File: config.mk
export PLATFORM = sky130hd
export DESIGN_NAME = concentric_center_check
export DESIGN_NICKNAME = d
export VERILOG_FILES = /design/src/rtl/ccc_pkg.sv /design/src/rtl/ccc_ram.sv /design/src/rtl/ccc_div.sv /design/src/rtl/ccc_sqrt.sv /design/src/rtl/ccc_datapath.sv /design/src/rtl/ccc_ctrl.sv /design/src/rtl/concentric_center_check.sv
export SDC_FILE = /design/constraint.sdc
export NUM_CORES = 2
export LEC_CHECK = 0
export ABC_CLOCK_PERIOD_IN_PS = 7960
export BUFFER_PORTS_ARGS = -buffer_cell sky130_fd_sc_hd__buf_4
export CORE_MARGIN = 5
export CORE_UTILIZATION = 60
export CTS_CLUSTER_DIAMETER = 60
export DETAILED_ROUTE_END_ITERATION = 8
export PLACE_DENSITY = 0.82
export REMOVE_ABC_BUFFERS = 1
export SYNTH_ARGS = -nofsm -noshare
export SYNTH_HDL_FRONTEND = slang
export SYNTH_SLANG_ARGS = --single-unit
File: constraint.sdc
create_clock -name clk -period 7.96 [get_ports clk]
set_input_delay 1.194 -clock clk [delete_from_list [all_inputs] [get_ports clk]]
set_output_delay 1.194 -clock clk [all_outputs]
set_load 0.02 [all_outputs]
File: src/rtl/ccc_pkg.sv
package ccc_pkg;

	localparam int COORD_W = 16;
	localparam int THR_W   = 17;
	localparam int ROI_W   = 12;
	localparam int MEAN_W  = 13;
	localparam int DEV_W   = 17;
	localparam int SQ_W    = 32;
	localparam int RAD_W   = 34;
	localparam int ROOT_W  = 17;
	localparam int STAT_W  = 2;
	localparam int CFG_IDX_W = 2;

	localparam logic [STAT_W-1:0] ST_CONCENTRIC     = 2'd0;
	localparam logic [STAT_W-1:0] ST_NO_CIRCLES     = 2'd1;
	localparam logic [STAT_W-1:0] ST_NOT_CONCENTRIC = 2'd2;
	localparam logic [STAT_W-1:0] ST_TOO_MANY       = 2'd3;

	localparam logic [CFG_IDX_W-1:0] CFG_THRESHOLD = 2'd0;
	localparam logic [CFG_IDX_W-1:0] CFG_ROI_X     = 2'd1;
	localparam logic [CFG_IDX_W-1:0] CFG_ROI_Y     = 2'd2;

	typedef enum logic [1:0] {
		DIV_X,
		DIV_Y,
		DIV_DEV
	} div_sel_t;

	typedef struct packed {
		logic     load;
		logic     div_start;
		div_sel_t div_sel;
		logic     lat_mx;
		logic     lat_my;
		logic     lat_dev;
		logic     idx_clr;
		logic     idx_inc;
		logic     rd;
		logic     diff;
		logic     sqx;
		logic     sqy;
		logic     sqrt_start;
		logic     acc;
		logic     emit;
	} ccc_cmd_t;

	typedef struct packed {
		logic count_zero;
		logic idx_last;
		logic div_done;
		logic sqrt_done;
		logic out_free;
	} ccc_sts_t;

endpackage

File: src/rtl/ccc_ram.sv
module ccc_ram #(
	parameter int WIDTH = 16,
	parameter int DEPTH = 64
) (
	input  logic                     clk,
	input  logic                     we,
	input  logic [$clog2(DEPTH)-1:0] waddr,
	input  logic [WIDTH-1:0]         wdata,
	input  logic                     re,
	input  logic [$clog2(DEPTH)-1:0] raddr,
	output logic [WIDTH-1:0]         rdata
);

	logic [WIDTH-1:0] mem_q [DEPTH];

	always_ff @(posedge clk) begin
		if (we) begin
			mem_q[waddr] <= wdata;
		end
		if (re) begin
			rdata <= mem_q[raddr];
		end
	end

endmodule

File: src/rtl/ccc_div.sv
module ccc_div #(
	parameter int NW = 26,
	parameter int DW = 8
) (
	input  logic          clk,
	input  logic          arst_n,
	input  logic          start,
	input  logic [NW-1:0] num,
	input  logic [DW-1:0] den,
	output logic          done,
	output logic [NW-1:0] quo
);

	localparam int CNT_W = $clog2(NW + 1);

	logic [NW-1:0]    num_q;
	logic [DW-1:0]    den_q;
	logic [DW-1:0]    rem_q;
	logic [CNT_W-1:0] cnt_q;
	logic             busy_q;
	logic             done_q;
	logic [DW:0]      sh;
	logic             qbit;

	assign sh   = {rem_q, num_q[NW-1]};
	assign qbit = (sh >= {1'b0, den_q});

	always_ff @(posedge clk or negedge arst_n) begin
		if (!arst_n) begin
			busy_q <= 1'b0;
			done_q <= 1'b0;
			cnt_q  <= '0;
		end else begin
			done_q <= 1'b0;
			if (start) begin
				busy_q <= 1'b1;
				cnt_q  <= CNT_W'(NW);
			end else if (busy_q) begin
				cnt_q <= cnt_q - CNT_W'(1);
				if (cnt_q == CNT_W'(1)) begin
					busy_q <= 1'b0;
					done_q <= 1'b1;
				end
			end
		end
	end

	always_ff @(posedge clk) begin
		if (start) begin
			num_q <= num;
			den_q <= den;
			rem_q <= '0;
		end else if (busy_q) begin
			rem_q <= qbit ? DW'(sh - {1'b0, den_q}) : DW'(sh);
			num_q <= {num_q[NW-2:0], qbit};
		end
	end

	assign done = done_q;
	assign quo  = num_q;

endmodule

File: src/rtl/ccc_sqrt.sv
module ccc_sqrt
	import ccc_pkg::*;
(
	input  logic              clk,
	input  logic              arst_n,
	input  logic              start,
	input  logic [RAD_W-1:0]  radicand,
	output logic              done,
	output logic [ROOT_W-1:0] root
);

	localparam int CNT_W = $clog2(ROOT_W + 1);
	localparam int REM_W = ROOT_W + 2;

	logic [RAD_W-1:0]  v_q;
	logic [REM_W-1:0]  rem_q;
	logic [ROOT_W-1:0] root_q;
	logic [CNT_W-1:0]  cnt_q;
	logic              busy_q;
	logic              done_q;
	logic [REM_W+1:0]  sh;
	logic [REM_W+1:0]  trial;
	logic              take;

	assign sh    = {rem_q, v_q[RAD_W-1 -: 2]};
	assign trial = (REM_W+2)'({root_q, 2'b01});
	assign take  = (sh >= trial);

	always_ff @(posedge clk or negedge arst_n) begin
		if (!arst_n) begin
			busy_q <= 1'b0;
			done_q <= 1'b0;
			cnt_q  <= '0;
		end else begin
			done_q <= 1'b0;
			if (start) begin
				busy_q <= 1'b1;
				cnt_q  <= CNT_W'(ROOT_W);
			end else if (busy_q) begin
				cnt_q <= cnt_q - CNT_W'(1);
				if (cnt_q == CNT_W'(1)) begin
					busy_q <= 1'b0;
					done_q <= 1'b1;
				end
			end
		end
	end

	always_ff @(posedge clk) begin
		if (start) begin
			v_q    <= radicand;
			rem_q  <= '0;
			root_q <= '0;
		end else if (busy_q) begin
			v_q    <= {v_q[RAD_W-3:0], 2'b00};
			rem_q  <= take ? REM_W'(sh - trial) : REM_W'(sh);
			root_q <= {root_q[ROOT_W-2:0], take};
		end
	end

	assign done = done_q;
	assign root = root_q;

endmodule

File: src/rtl/ccc_datapath.sv
module ccc_datapath #(
	parameter int MAX_CENTERS = 64
) (
	input  logic                              clk,
	input  logic                              arst_n,
	input  ccc_pkg::ccc_cmd_t                 cmd,
	output ccc_pkg::ccc_sts_t                 sts,
	input  logic                              cfg_valid,
	input  logic [ccc_pkg::CFG_IDX_W-1:0]     cfg_index,
	input  logic [ccc_pkg::THR_W-1:0]         cfg_data,
	input  logic [ccc_pkg::COORD_W-1:0]       center_x,
	input  logic [ccc_pkg::COORD_W-1:0]       center_y,
	input  logic                              has_center,
	output logic                              out_valid,
	input  logic                              out_stall,
	output logic [ccc_pkg::STAT_W-1:0]        status,
	output logic                              concentric,
	output logic [ccc_pkg::MEAN_W-1:0]        mean_x,
	output logic [ccc_pkg::MEAN_W-1:0]        mean_y,
	output logic [ccc_pkg::DEV_W-1:0]         deviation
);

	import ccc_pkg::*;

	localparam int AW  = (MAX_CENTERS > 1) ? $clog2(MAX_CENTERS) : 1;
	localparam int CW  = $clog2(MAX_CENTERS + 1);
	localparam int SW  = COORD_W + CW;
	localparam int DSW = ROOT_W + CW;
	localparam int NW  = DSW + 2;
	localparam int DNW = CW + 1;

	logic [THR_W-1:0]   thr_q;
	logic [ROI_W-1:0]   roi_x_q;
	logic [ROI_W-1:0]   roi_y_q;
	logic [CW-1:0]      count_q;
	logic [SW-1:0]      sum_x_q;
	logic [SW-1:0]      sum_y_q;
	logic               ovf_q;
	logic [AW-1:0]      idx_q;
	logic [COORD_W-1:0] mx_q;
	logic [COORD_W-1:0] my_q;
	logic [DEV_W-1:0]   dev_q;
	logic [DSW-1:0]     dsum_q;
	logic [COORD_W-1:0] dx_q;
	logic [COORD_W-1:0] dy_q;
	logic [SQ_W-1:0]    sqx_q;
	logic [SQ_W-1:0]    sqy_q;
	logic               out_valid_q;
	logic               full;
	logic               store;
	logic [COORD_W-1:0] rdx;
	logic [COORD_W-1:0] rdy;
	logic [NW-1:0]      div_num;
	logic [NW-1:0]      div_arg;
	logic [DNW-1:0]     div_den;
	logic               div_done;
	logic [NW-1:0]      quo;
	logic               sqrt_done;
	logic [ROOT_W-1:0]  root;
	logic               conc;

	assign full  = (count_q == CW'(MAX_CENTERS));
	assign store = cmd.load && has_center && !full;

	always_ff @(posedge clk or negedge arst_n) begin
		if (!arst_n) begin
			thr_q   <= THR_W'(32);
			roi_x_q <= '0;
			roi_y_q <= '0;
		end else if (cfg_valid) begin
			unique case (cfg_index)
				CFG_THRESHOLD: thr_q   <= cfg_data;
				CFG_ROI_X:     roi_x_q <= cfg_data[ROI_W-1:0];
				CFG_ROI_Y:     roi_y_q <= cfg_data[ROI_W-1:0];
				default: ;
			endcase
		end
	end

	always_ff @(posedge clk or negedge arst_n) begin
		if (!arst_n) begin
			count_q <= '0;
			sum_x_q <= '0;
			sum_y_q <= '0;
			ovf_q   <= 1'b0;
		end else if (cmd.emit) begin
			count_q <= '0;
			sum_x_q <= '0;
			sum_y_q <= '0;
			ovf_q   <= 1'b0;
		end else if (cmd.load && has_center) begin
			if (full) begin
				ovf_q <= 1'b1;
			end else begin
				count_q <= count_q + CW'(1);
				sum_x_q <= sum_x_q + SW'(center_x);
				sum_y_q <= sum_y_q + SW'(center_y);
			end
		end
	end

	ccc_ram #(.WIDTH(COORD_W), .DEPTH(MAX_CENTERS)) u_ram_x (
		.clk   (clk),
		.we    (store),
		.waddr (count_q[AW-1:0]),
		.wdata (center_x),
		.re    (cmd.rd),
		.raddr (idx_q),
		.rdata (rdx)
	);

	ccc_ram #(.WIDTH(COORD_W), .DEPTH(MAX_CENTERS)) u_ram_y (
		.clk   (clk),
		.we    (store),
		.waddr (count_q[AW-1:0]),
		.wdata (center_y),
		.re    (cmd.rd),
		.raddr (idx_q),
		.rdata (rdy)
	);

	always_comb begin
		case (cmd.div_sel)
			DIV_X:   div_num = NW'(sum_x_q);
			DIV_Y:   div_num = NW'(sum_y_q);
			DIV_DEV: div_num = NW'(dsum_q);
			default: div_num = '0;
		endcase
		div_arg = NW'({div_num, 1'b0}) + NW'(count_q);
		div_den = {count_q, 1'b0};
	end

	ccc_div #(.NW(NW), .DW(DNW)) u_div (
		.clk    (clk),
		.arst_n (arst_n),
		.start  (cmd.div_start),
		.num    (div_arg),
		.den    (div_den),
		.done   (div_done),
		.quo    (quo)
	);

	ccc_sqrt u_sqrt (
		.clk      (clk),
		.arst_n   (arst_n),
		.start    (cmd.sqrt_start),
		.radicand (RAD_W'(sqx_q) + RAD_W'(sqy_q)),
		.done     (sqrt_done),
		.root     (root)
	);

	always_ff @(posedge clk or negedge arst_n) begin
		if (!arst_n) begin
			idx_q <= '0;
		end else if (cmd.idx_clr) begin
			idx_q <= '0;
		end else if (cmd.idx_inc) begin
			idx_q <= idx_q + AW'(1);
		end
	end

	always_ff @(posedge clk) begin
		if (cmd.lat_mx) begin
			mx_q <= quo[COORD_W-1:0];
		end
		if (cmd.lat_my) begin
			my_q <= quo[COORD_W-1:0];
		end
		if (cmd.lat_dev) begin
			dev_q <= quo[DEV_W-1:0];
		end
		if (cmd.idx_clr) begin
			dsum_q <= '0;
		end else if (cmd.acc) begin
			dsum_q <= dsum_q + DSW'(root);
		end
		if (cmd.diff) begin
			dx_q <= (rdx >= mx_q) ? rdx - mx_q : mx_q - rdx;
			dy_q <= (rdy >= my_q) ? rdy - my_q : my_q - rdy;
		end
		if (cmd.sqx) begin
			sqx_q <= dx_q * dx_q;
		end
		if (cmd.sqy) begin
			sqy_q <= dy_q * dy_q;
		end
	end

	assign conc = (dev_q <= thr_q);

	always_ff @(posedge clk or negedge arst_n) begin
		if (!arst_n) begin
			out_valid_q <= 1'b0;
		end else if (cmd.emit) begin
			out_valid_q <= 1'b1;
		end else if (!out_stall) begin
			out_valid_q <= 1'b0;
		end
	end

	always_ff @(posedge clk) begin
		if (cmd.emit) begin
			if (count_q == '0) begin
				status     <= ST_NO_CIRCLES;
				concentric <= 1'b0;
				mean_x     <= '0;
				mean_y     <= '0;
				deviation  <= '0;
			end else begin
				status     <= ovf_q ? ST_TOO_MANY : (conc ? ST_CONCENTRIC : ST_NOT_CONCENTRIC);
				concentric <= conc;
				mean_x     <= MEAN_W'((17'(mx_q) + 17'd8) >> 4) + MEAN_W'(roi_x_q);
				mean_y     <= MEAN_W'((17'(my_q) + 17'd8) >> 4) + MEAN_W'(roi_y_q);
				deviation  <= dev_q;
			end
		end
	end

	assign out_valid = out_valid_q;

	assign sts.count_zero = (count_q == '0);
	assign sts.idx_last   = (CW'(idx_q) + CW'(1) == count_q);
	assign sts.div_done   = div_done;
	assign sts.sqrt_done  = sqrt_done;
	assign sts.out_free   = !out_valid_q || !out_stall;

endmodule

File: src/rtl/ccc_ctrl.sv
module ccc_ctrl (
	input  logic              clk,
	input  logic              arst_n,
	input  logic              in_valid,
	input  logic              last_center,
	output logic              in_stall,
	output ccc_pkg::ccc_cmd_t cmd,
	input  ccc_pkg::ccc_sts_t sts
);

	import ccc_pkg::*;

	typedef enum logic [3:0] {
		S_IDLE,
		S_CHK,
		S_DIVX,
		S_DIVY,
		S_RD,
		S_DIFF,
		S_SQX,
		S_SQY,
		S_SQS,
		S_SQW,
		S_DEVS,
		S_DEVW,
		S_EMIT
	} state_t;

	state_t state_q;
	logic   stall_q;
	logic   accept;

	assign accept = (state_q == S_IDLE) && in_valid && !stall_q;

	always_ff @(posedge clk or negedge arst_n) begin
		if (!arst_n) begin
			state_q <= S_IDLE;
			stall_q <= 1'b0;
		end else begin
			unique case (state_q)
				S_IDLE: begin
					if (accept && last_center) begin
						state_q <= S_CHK;
						stall_q <= 1'b1;
					end
				end
				S_CHK:  state_q <= sts.count_zero ? S_EMIT : S_DIVX;
				S_DIVX: if (sts.div_done) state_q <= S_DIVY;
				S_DIVY: if (sts.div_done) state_q <= S_RD;
				S_RD:   state_q <= S_DIFF;
				S_DIFF: state_q <= S_SQX;
				S_SQX:  state_q <= S_SQY;
				S_SQY:  state_q <= S_SQS;
				S_SQS:  state_q <= S_SQW;
				S_SQW: begin
					if (sts.sqrt_done) begin
						state_q <= sts.idx_last ? S_DEVS : S_RD;
					end
				end
				S_DEVS: state_q <= S_DEVW;
				S_DEVW: if (sts.div_done) state_q <= S_EMIT;
				S_EMIT: begin
					if (sts.out_free) begin
						state_q <= S_IDLE;
						stall_q <= 1'b0;
					end
				end
				default: state_q <= S_IDLE;
			endcase
		end
	end

	always_comb begin
		cmd         = '0;
		cmd.div_sel = DIV_X;
		cmd.load    = accept;
		unique case (state_q)
			S_CHK: begin
				cmd.div_start = !sts.count_zero;
			end
			S_DIVX: begin
				cmd.lat_mx    = sts.div_done;
				cmd.div_start = sts.div_done;
				cmd.div_sel   = DIV_Y;
			end
			S_DIVY: begin
				cmd.lat_my  = sts.div_done;
				cmd.idx_clr = sts.div_done;
			end
			S_RD:   cmd.rd = 1'b1;
			S_DIFF: cmd.diff = 1'b1;
			S_SQX:  cmd.sqx = 1'b1;
			S_SQY:  cmd.sqy = 1'b1;
			S_SQS:  cmd.sqrt_start = 1'b1;
			S_SQW: begin
				cmd.acc     = sts.sqrt_done;
				cmd.idx_inc = sts.sqrt_done && !sts.idx_last;
			end
			S_DEVS: begin
				cmd.div_start = 1'b1;
				cmd.div_sel   = DIV_DEV;
			end
			S_DEVW: cmd.lat_dev = sts.div_done;
			S_EMIT: cmd.emit = sts.out_free;
			default: ;
		endcase
	end

	assign in_stall = stall_q;

endmodule

File: src/rtl/concentric_center_check.sv
// Concentric center check.
// Input channel (in_valid / in_stall): one item per center, fields center_x,
// center_y (unsigned Q12.4), has_center and last_center. An item with
// last_center set closes the set; its own center joins first.
// Output channel (out_valid / out_stall): one result per closed set with
// status, concentric, mean_x, mean_y and deviation.
// Config channel (cfg_valid / cfg_ready, cfg_index, cfg_data): index 0 is the
// threshold, 1 and 2 the region origin; cfg_ready is always high.
// Loading items are taken while in_stall is low. After the closing item, the
// evaluation runs the bit-serial divider for three divisions (mean x, mean y,
// deviation), NW = 19 + clog2(MAX_CENTERS + 1) bits wide (26 at the default depth),
// and the 17-step square root per stored center; an empty set skips both.
// in_stall stays high for the whole evaluation.
// Reset clears the set, holds the threshold at 2.0 pixels and the origin at 0.
// A stalled result holds in the output register; the block waits for it to
// drain before it loads the next result and takes new items.
module concentric_center_check #(
	parameter int MAX_CENTERS = 64
) (
	input  logic                          clk,
	input  logic                          arst_n,
	input  logic                          in_valid,
	output logic                          in_stall,
	input  logic [ccc_pkg::COORD_W-1:0]   center_x,
	input  logic [ccc_pkg::COORD_W-1:0]   center_y,
	input  logic                          has_center,
	input  logic                          last_center,
	output logic                          out_valid,
	input  logic                          out_stall,
	output logic [ccc_pkg::STAT_W-1:0]    status,
	output logic                          concentric,
	output logic [ccc_pkg::MEAN_W-1:0]    mean_x,
	output logic [ccc_pkg::MEAN_W-1:0]    mean_y,
	output logic [ccc_pkg::DEV_W-1:0]     deviation,
	input  logic                          cfg_valid,
	output logic                          cfg_ready,
	input  logic [ccc_pkg::CFG_IDX_W-1:0] cfg_index,
	input  logic [ccc_pkg::THR_W-1:0]     cfg_data
);

	import ccc_pkg::*;

	ccc_cmd_t cmd;
	ccc_sts_t sts;

	assign cfg_ready = 1'b1;

	ccc_ctrl u_ctrl (
		.clk         (clk),
		.arst_n      (arst_n),
		.in_valid    (in_valid),
		.last_center (last_center),
		.in_stall    (in_stall),
		.cmd         (cmd),
		.sts         (sts)
	);

	ccc_datapath #(.MAX_CENTERS(MAX_CENTERS)) u_dp (
		.clk        (clk),
		.arst_n     (arst_n),
		.cmd        (cmd),
		.sts        (sts),
		.cfg_valid  (cfg_valid),
		.cfg_index  (cfg_index),
		.cfg_data   (cfg_data),
		.center_x   (center_x),
		.center_y   (center_y),
		.has_center (has_center),
		.out_valid  (out_valid),
		.out_stall  (out_stall),
		.status     (status),
		.concentric (concentric),
		.mean_x     (mean_x),
		.mean_y     (mean_y),
		.deviation  (deviation)
	);

endmodule

Word-level counts from Yosys, hierarchy flattened
Memory sizes are Yosys's and may differ from the RTL's. A register that Yosys moved wholly into a read port is not among the register bits.
Cells that the tools add are included.
Widths: inputs -> output; s select.
Storage, ports and cells
  register bits after elaboration: 447
  bits in writable memories: 2048
  input port bits: 58
  memories kept: 2
Memories
  u_dp.u_ram_x.mem_q: words 64, width 16, read ports 1, clocked after memory_dff 1, write ports 1, RTL line ccc_ram.sv:14  | logic [WIDTH-1:0] mem_q [DEPTH];
  u_dp.u_ram_y.mem_q: words 64, width 16, read ports 1, clocked after memory_dff 1, write ports 1, RTL line ccc_ram.sv:14
Cells by class
  add/subtract/negate cells: 20
  $mul: 2
  magnitude comparators: 5
  equality and inequality tests: 28
  muxes and demuxes: 70
  reduce and logical (&&, ||, !) cells: 31
Operators with widths (count)
  $mux 23: 6
  $pmux 24 s3: 1
  $mux 34: 2
  $mul 16x16->32: 2
  $sub 16x16->16: 4
  $mux 26: 2
  $pmux 4 s13: 1
  $add 23x16->23: 2
  $add 16x4->17 const B: 2
  $add 32x32->33: 1
  $ge 16x16->1: 2
  $mux 1: 32
  $mux 16: 2
  $mux 4: 8
  $add 13x12->13: 2
  $add 25x7->26: 1
  $add 24x17->24: 1
  $ge 21x19->1: 1
  $mux 7: 3
  $eq 4x4->1 const B: 5
  $mux 5: 4
  $mux 19: 1
  $sub 19x19->19: 1
  $le 17x17->1: 1
  other kinds (33): 69

Depth between registers and ports, before layout
  depth in word-level cells: 7
  gate-level depth with buffers: 26
  mapped depth without buffers: 24

Cells and area by module
Synthesis repeated with hierarchy kept, for this count alone.
Second synthesis, totals
  cell total of the unflattened synthesis: 8004
  area, all modules: 122348.6 um^2
Modules (own cells, without submodules)
  ccc_ram: instances 2, cells each 1829, area each 40202.3 um^2
  ccc_datapath: instances 1, cells each 3687, area each 34843.4 um^2
  ccc_sqrt: instances 1, cells each 386, area each 4127.7 um^2
  ccc_div: instances 1, cells each 194, area each 2442.3 um^2
  ccc_ctrl: instances 1, cells each 77, area each 519.2 um^2
  concentric_center_check: instances 1, cells each 2, area each 11.3 um^2

Worst setup path before layout
No wires, ideal clock.
  path type: reg2reg
  start: register u_dp.dx_q[4]
  end: register u_dp.sqx_q[30] (data pin)
  setup time: 0.288 ns
  arrival: 6.018 ns
  path slack: 1.654 ns
  cell stages (with the launch flop): 22
  buffers on the path: 2
  period minus slack after synthesis: 6.306 ns
  cell sequence: edfxtp_1 clkbuf_1 clkbuf_1 nand2_1 fa_1 inv_1 fa_1 ha_1 inv_1 fa_1 fa_1 inv_1 fa_1 ha_1 a21o_1 a21o_1 a2111oi_0 nor3_1 o2111ai_1 o21ai_0 o41ai_1 o311ai_0
Between the ends
  cells in the longest elaborated chain, start to end: 1
RTL lines
  start, declared: RTL line ccc_datapath.sv:44  | logic [COORD_W-1:0] dx_q;
  start signal, assigned: RTL line ccc_datapath.sv:178  | dx_q <= (rdx >= mx_q) ? rdx - mx_q : mx_q - rdx;
  $mul 16x16->32: RTL line ccc_datapath.sv:182  | sqx_q <= dx_q * dx_q;
  end signal, assigned: RTL line ccc_datapath.sv:182
  end, declared: RTL line ccc_datapath.sv:46  | logic [SQ_W-1:0] sqx_q;
No other way between the ends.
A chain may end at the register's enable or synchronous reset.

Final worst setup path
  start: register u_dp.dy_q[5]
  end: register u_dp.sqy_q[29] (data pin)
Between the ends
  cells in the longest elaborated chain, start to end: 1
RTL lines
  start, declared: RTL line ccc_datapath.sv:45  | logic [COORD_W-1:0] dy_q;
  start signal, assigned: RTL line ccc_datapath.sv:179  | dy_q <= (rdy >= my_q) ? rdy - my_q : my_q - rdy;
  $mul 16x16->32: RTL line ccc_datapath.sv:185  | sqy_q <= dy_q * dy_q;
  end signal, assigned: RTL line ccc_datapath.sv:185
  end, declared: RTL line ccc_datapath.sv:47  | logic [SQ_W-1:0] sqy_q;
No other way between the ends.

==> impl_metrics.yaml <==
timing:
  slew_headroom: 0.0884
  fin_worst_skew_ns: 0.111
  rsz0062_at_grt: "false"
  fin_tns_setup_ns: 0
  finalSetupViolCount: 0
  slew_violations: 0
  worst_slew_pin_slew_ns: 1.37
  period_minus_slack_ns: 7.05
  fmax_mhz: 142
  timing.final.hold_violations: 0
  fin_crit_sh: 0.886
clock_network:
  cts_buffers: 240
  ctsHtreeMaxLevel: 4
  cts.sinks: 2525
  cts_buffer_depth: 3
  cts_setup_buffers: 0
  clkLatencyLatePin_ns: 0.93
  postCtsHoldBufs: 0
  cts_tree: "yes"
  cts_resized: 0
  clkTransAtPathRegs_ns: 0.07
  root_buffer: "clkbuf_16"
grt:
  met2_usage: 0.538
  use_met3: 0.0738
  antenna_found_initial: 36
  grt_pass1_wl_um: 494000
  busiest_layer: "met2"
  grt_max_degree: 161
  track_usage: 0.325
  use_met1: 0.390
  overflow: 0
  grt_pass1_vias: 72100
setup_path:
  worstPathMaxFanout: 17
  path_cells: "and2_1 -> inv_1 -> fa_1 -> inv_1 -> fa_1 -> inv_1 -> fa_1 -> inv_1 -> fa_1 -> fa_1 -> inv_1 -> fa_1 -> inv_1 -> ha_1 -> a21o_1 -> a211oi_1 -> o21ai_0 -> o211a_1 -> o41ai_1 -> a21oi_1 -> nor2_1 -> a21oi_1 -> xor2_1"
  critPathRequiredTime_ns: 8.56
  critPathCapture: "u_dp.sqy_q[29]$_DFFE_PP_"
  crit_path_start_kind: "flop"
  cpPeakStageDelay_ns: 0.79
  r2r_cells: 23
  endpoint_kind: "flop"
  worst-path-buf-inv: 6
  crit_start: "u_dp.dy_q[5]$_DFFE_PP_"
  cp_top_family: "adder cells"
  timing.rr.end: "u_dp.sqy_q[29]$_DFFE_PP_"
  cp_slowest_cell: "edfxtp_1"
  r2r_start: "u_dp.dy_q[5]$_DFFE_PP_"
  cp.depth: 23
  ff2ff_setup_slack_ns: 0.91
  cp_data_arrival_time_ns: 7.66
  critPathKind: "flop to flop"
die:
  start_util: 0.604
  die_w_um: 456
  die_h_um: 456
  io_pins: 107
  core_um2: 198000
  die-area_um2: 208000
  fp-row-count: 163
synth:
  synthCells: 7304
  ys_seq_area_frac: 0.624
  syn_area_per_cell_um2: 16.4
  synth_warnings: 0
  ys_seq_elements: 2525
  synthFlopType: "edfxtp_1"
  synthDistinctLibCells: 85
  synth_edf_count: 2336
  netlist_area_um2: 119000
  synthArstFlopShare: 0.0479
run:
  maxCapViolCount: 0
pwr:
  pwr_density_cell_nw_per_um2: 439
  leakagePower_nw: 46.8
  switching_share: 0.392
  p_clk_frac: 0.208
  p_int_mw: 35.3
  seq_power_share: 0.299
  comb_power_share: 0.493
  total_power_mw: 58.0
  ir_worst_vdd_uv: 1330
  netSwitchingPower_mw: 22.7
layout:
  nets: 8279
  stdcell_count: 10300
  final_layout_size_suffix_gt1_frac: 0.184
  area_growth_pct: 10.6
placement:
  routabilityCongestion: 0.919
  dp_hpwl_um: 194000
  dp_cells: 9863
  portBuffers: 105
detailed_routing:
  drc: 0
  via_per_inst: 6.81
  wl_per_cell_um: 32.8
  wirelength_um: 339000
  dr.pass1.iters: 9
  drt_iter0_drc: 9906
  num_vias: 70300
  ant_nets: 0
min_path:
  hold_path_class: "input pin to async pin"
run_status:
  outcome: "complete, no violations"
## logic make-up after synthesis
group,count (synthesis),synth area share
buf+inv,977,0.0309
mux,753,0.134
xor+xnor,270,0.0198
fa+ha+maj,756,0.100
flops,2525,0.624
other cells,1,0.0000314
compound gates,797,0.0421
simple gates,1225,0.0490
## layer usage
layer  wire length (µm)  part of all wire
met1             109000              0.32
met2             167000              0.49
met3              35900              0.11
met4              26300             0.078
met5                206           0.00061
## cell type report
cell class	count	area (µm²)
timing repair buffer	218	1750
clock buffer	304	6370
inverter	678	2550
fill	12000	65500
clock inverter	149	1820
sequential	2525	74600
multi-input combinational	3802	41800
antenna	13	32.5
tap	2640	3300
## synth_stat cells, types with 38 or more instances
library cell | instances | area (µm²)
nand2b_1 | 38 | 238
xor2_1 | 102 | 893
xnor2_1 | 168 | 1470
nand2_1 | 378 | 1420
o21ai_0 | 228 | 1140
dfrtp_1 | 120 | 3000
buf_1 | 58 | 218
and2_1 | 115 | 719
mux2i_1 | 50 | 500
a21oi_1 | 213 | 1070
inv_1 | 677 | 2540
nand3_1 | 108 | 541
a21o_1 | 85 | 638
edfxtp_1 | 2336 | 70100
clkbuf_1 | 232 | 871
nor2_1 | 307 | 1150
dfxtp_1 | 68 | 1360
nor2b_1 | 60 | 375
fa_1 | 335 | 6710
ha_1 | 421 | 5270
mux4_2 | 672 | 15100
nor3_1 | 64 | 320
## metrics by stage
stage / area (µm²) / util / hold slack (ns) / setup WS [ns]
floorplan: 118000 / - / 0.426 / -15.21
global placement: 124000 / 0.627 / 0.472 / 1.14
detailed placement: 124000 / 0.627 / 0.486 / 0.953
CTS: 132000 / 0.668 / 0.314 / 0.930
global route: 132000 / 0.669 / 0.368 / 0.526
finish: 132000 / 0.669 / 0.313 / 0.906
## worst min-delay path by stage
stage               slack, ns                             start                          endpoint
detailed placement       0.49      u_dp.u_div.quo[16]$_DFFE_PP_          u_dp.dev_q[16]$_DFFE_PP_
finish                   0.31                            arst_n         u_dp.idx_q[1]$_DFFE_PN0P_
global route             0.37                            arst_n         u_dp.idx_q[3]$_DFFE_PN0P_
CTS                      0.31                            arst_n   u_dp.u_div.cnt_q[0]$_DFFE_PN0P_
global placement         0.47  u_dp.u_div.rem_q[7]$_SDFFE_PP0P_  u_dp.u_div.rem_q[7]$_SDFFE_PP0P_
floorplan                0.43      u_dp.u_div.quo[16]$_DFFE_PP_          u_dp.dev_q[16]$_DFFE_PP_
## registers in the layout (all words and copies together) (netlist names), 19 cells and up
| signal | flops |
|---|---|
| u_dp.u_ram_x.mem_q | 1024 |
| u_dp.u_ram_y.mem_q | 1024 |
| u_dp.u_sqrt.v_q | 34 |
| u_dp.sqx_q | 31 |
| u_dp.sqy_q | 31 |
| u_dp.u_div.quo | 26 |
| u_dp.dsum_q | 24 |
| u_dp.sum_x_q | 23 |
| u_dp.sum_y_q | 23 |
| u_dp.u_sqrt.rem_q | 19 |
## power by group through the flow
| stage | Clock, mW | Combinational [mW] | Sequential (mW) |
|---|---|---|---|
| finish | 12.1 | 28.6 | 17.3 |
| global route | 12.7 | 32.1 | 17.4 |
| CTS | 12.1 | 28.7 | 17.3 |
| detailed placement | 0 | 28.4 | 17.6 |
| global placement | 0 | 27.6 | 17.6 |
| floorplan | 0 | 21.7 | 17.5 |
## cells in the final DEF (no fill, tap or decap), types with 58 or more instances in the layout
cell,instances
a21o_1,85
a21oi_1,213
and2_1,115
buf_4,208
clkbuf_16,243
dfrtp_1,113
dfxtp_1,68
edfxtp_1,2336
fa_1,335
ha_1,421
inv_1,676
mux4_2,672
nand2_1,376
nand3_1,108
nor2_1,240
nor2_4,64
nor2b_1,58
nor3_1,62
o21ai_0,228
xnor2_1,168
xor2_1,102
Power figures use the tool's default switching activity.
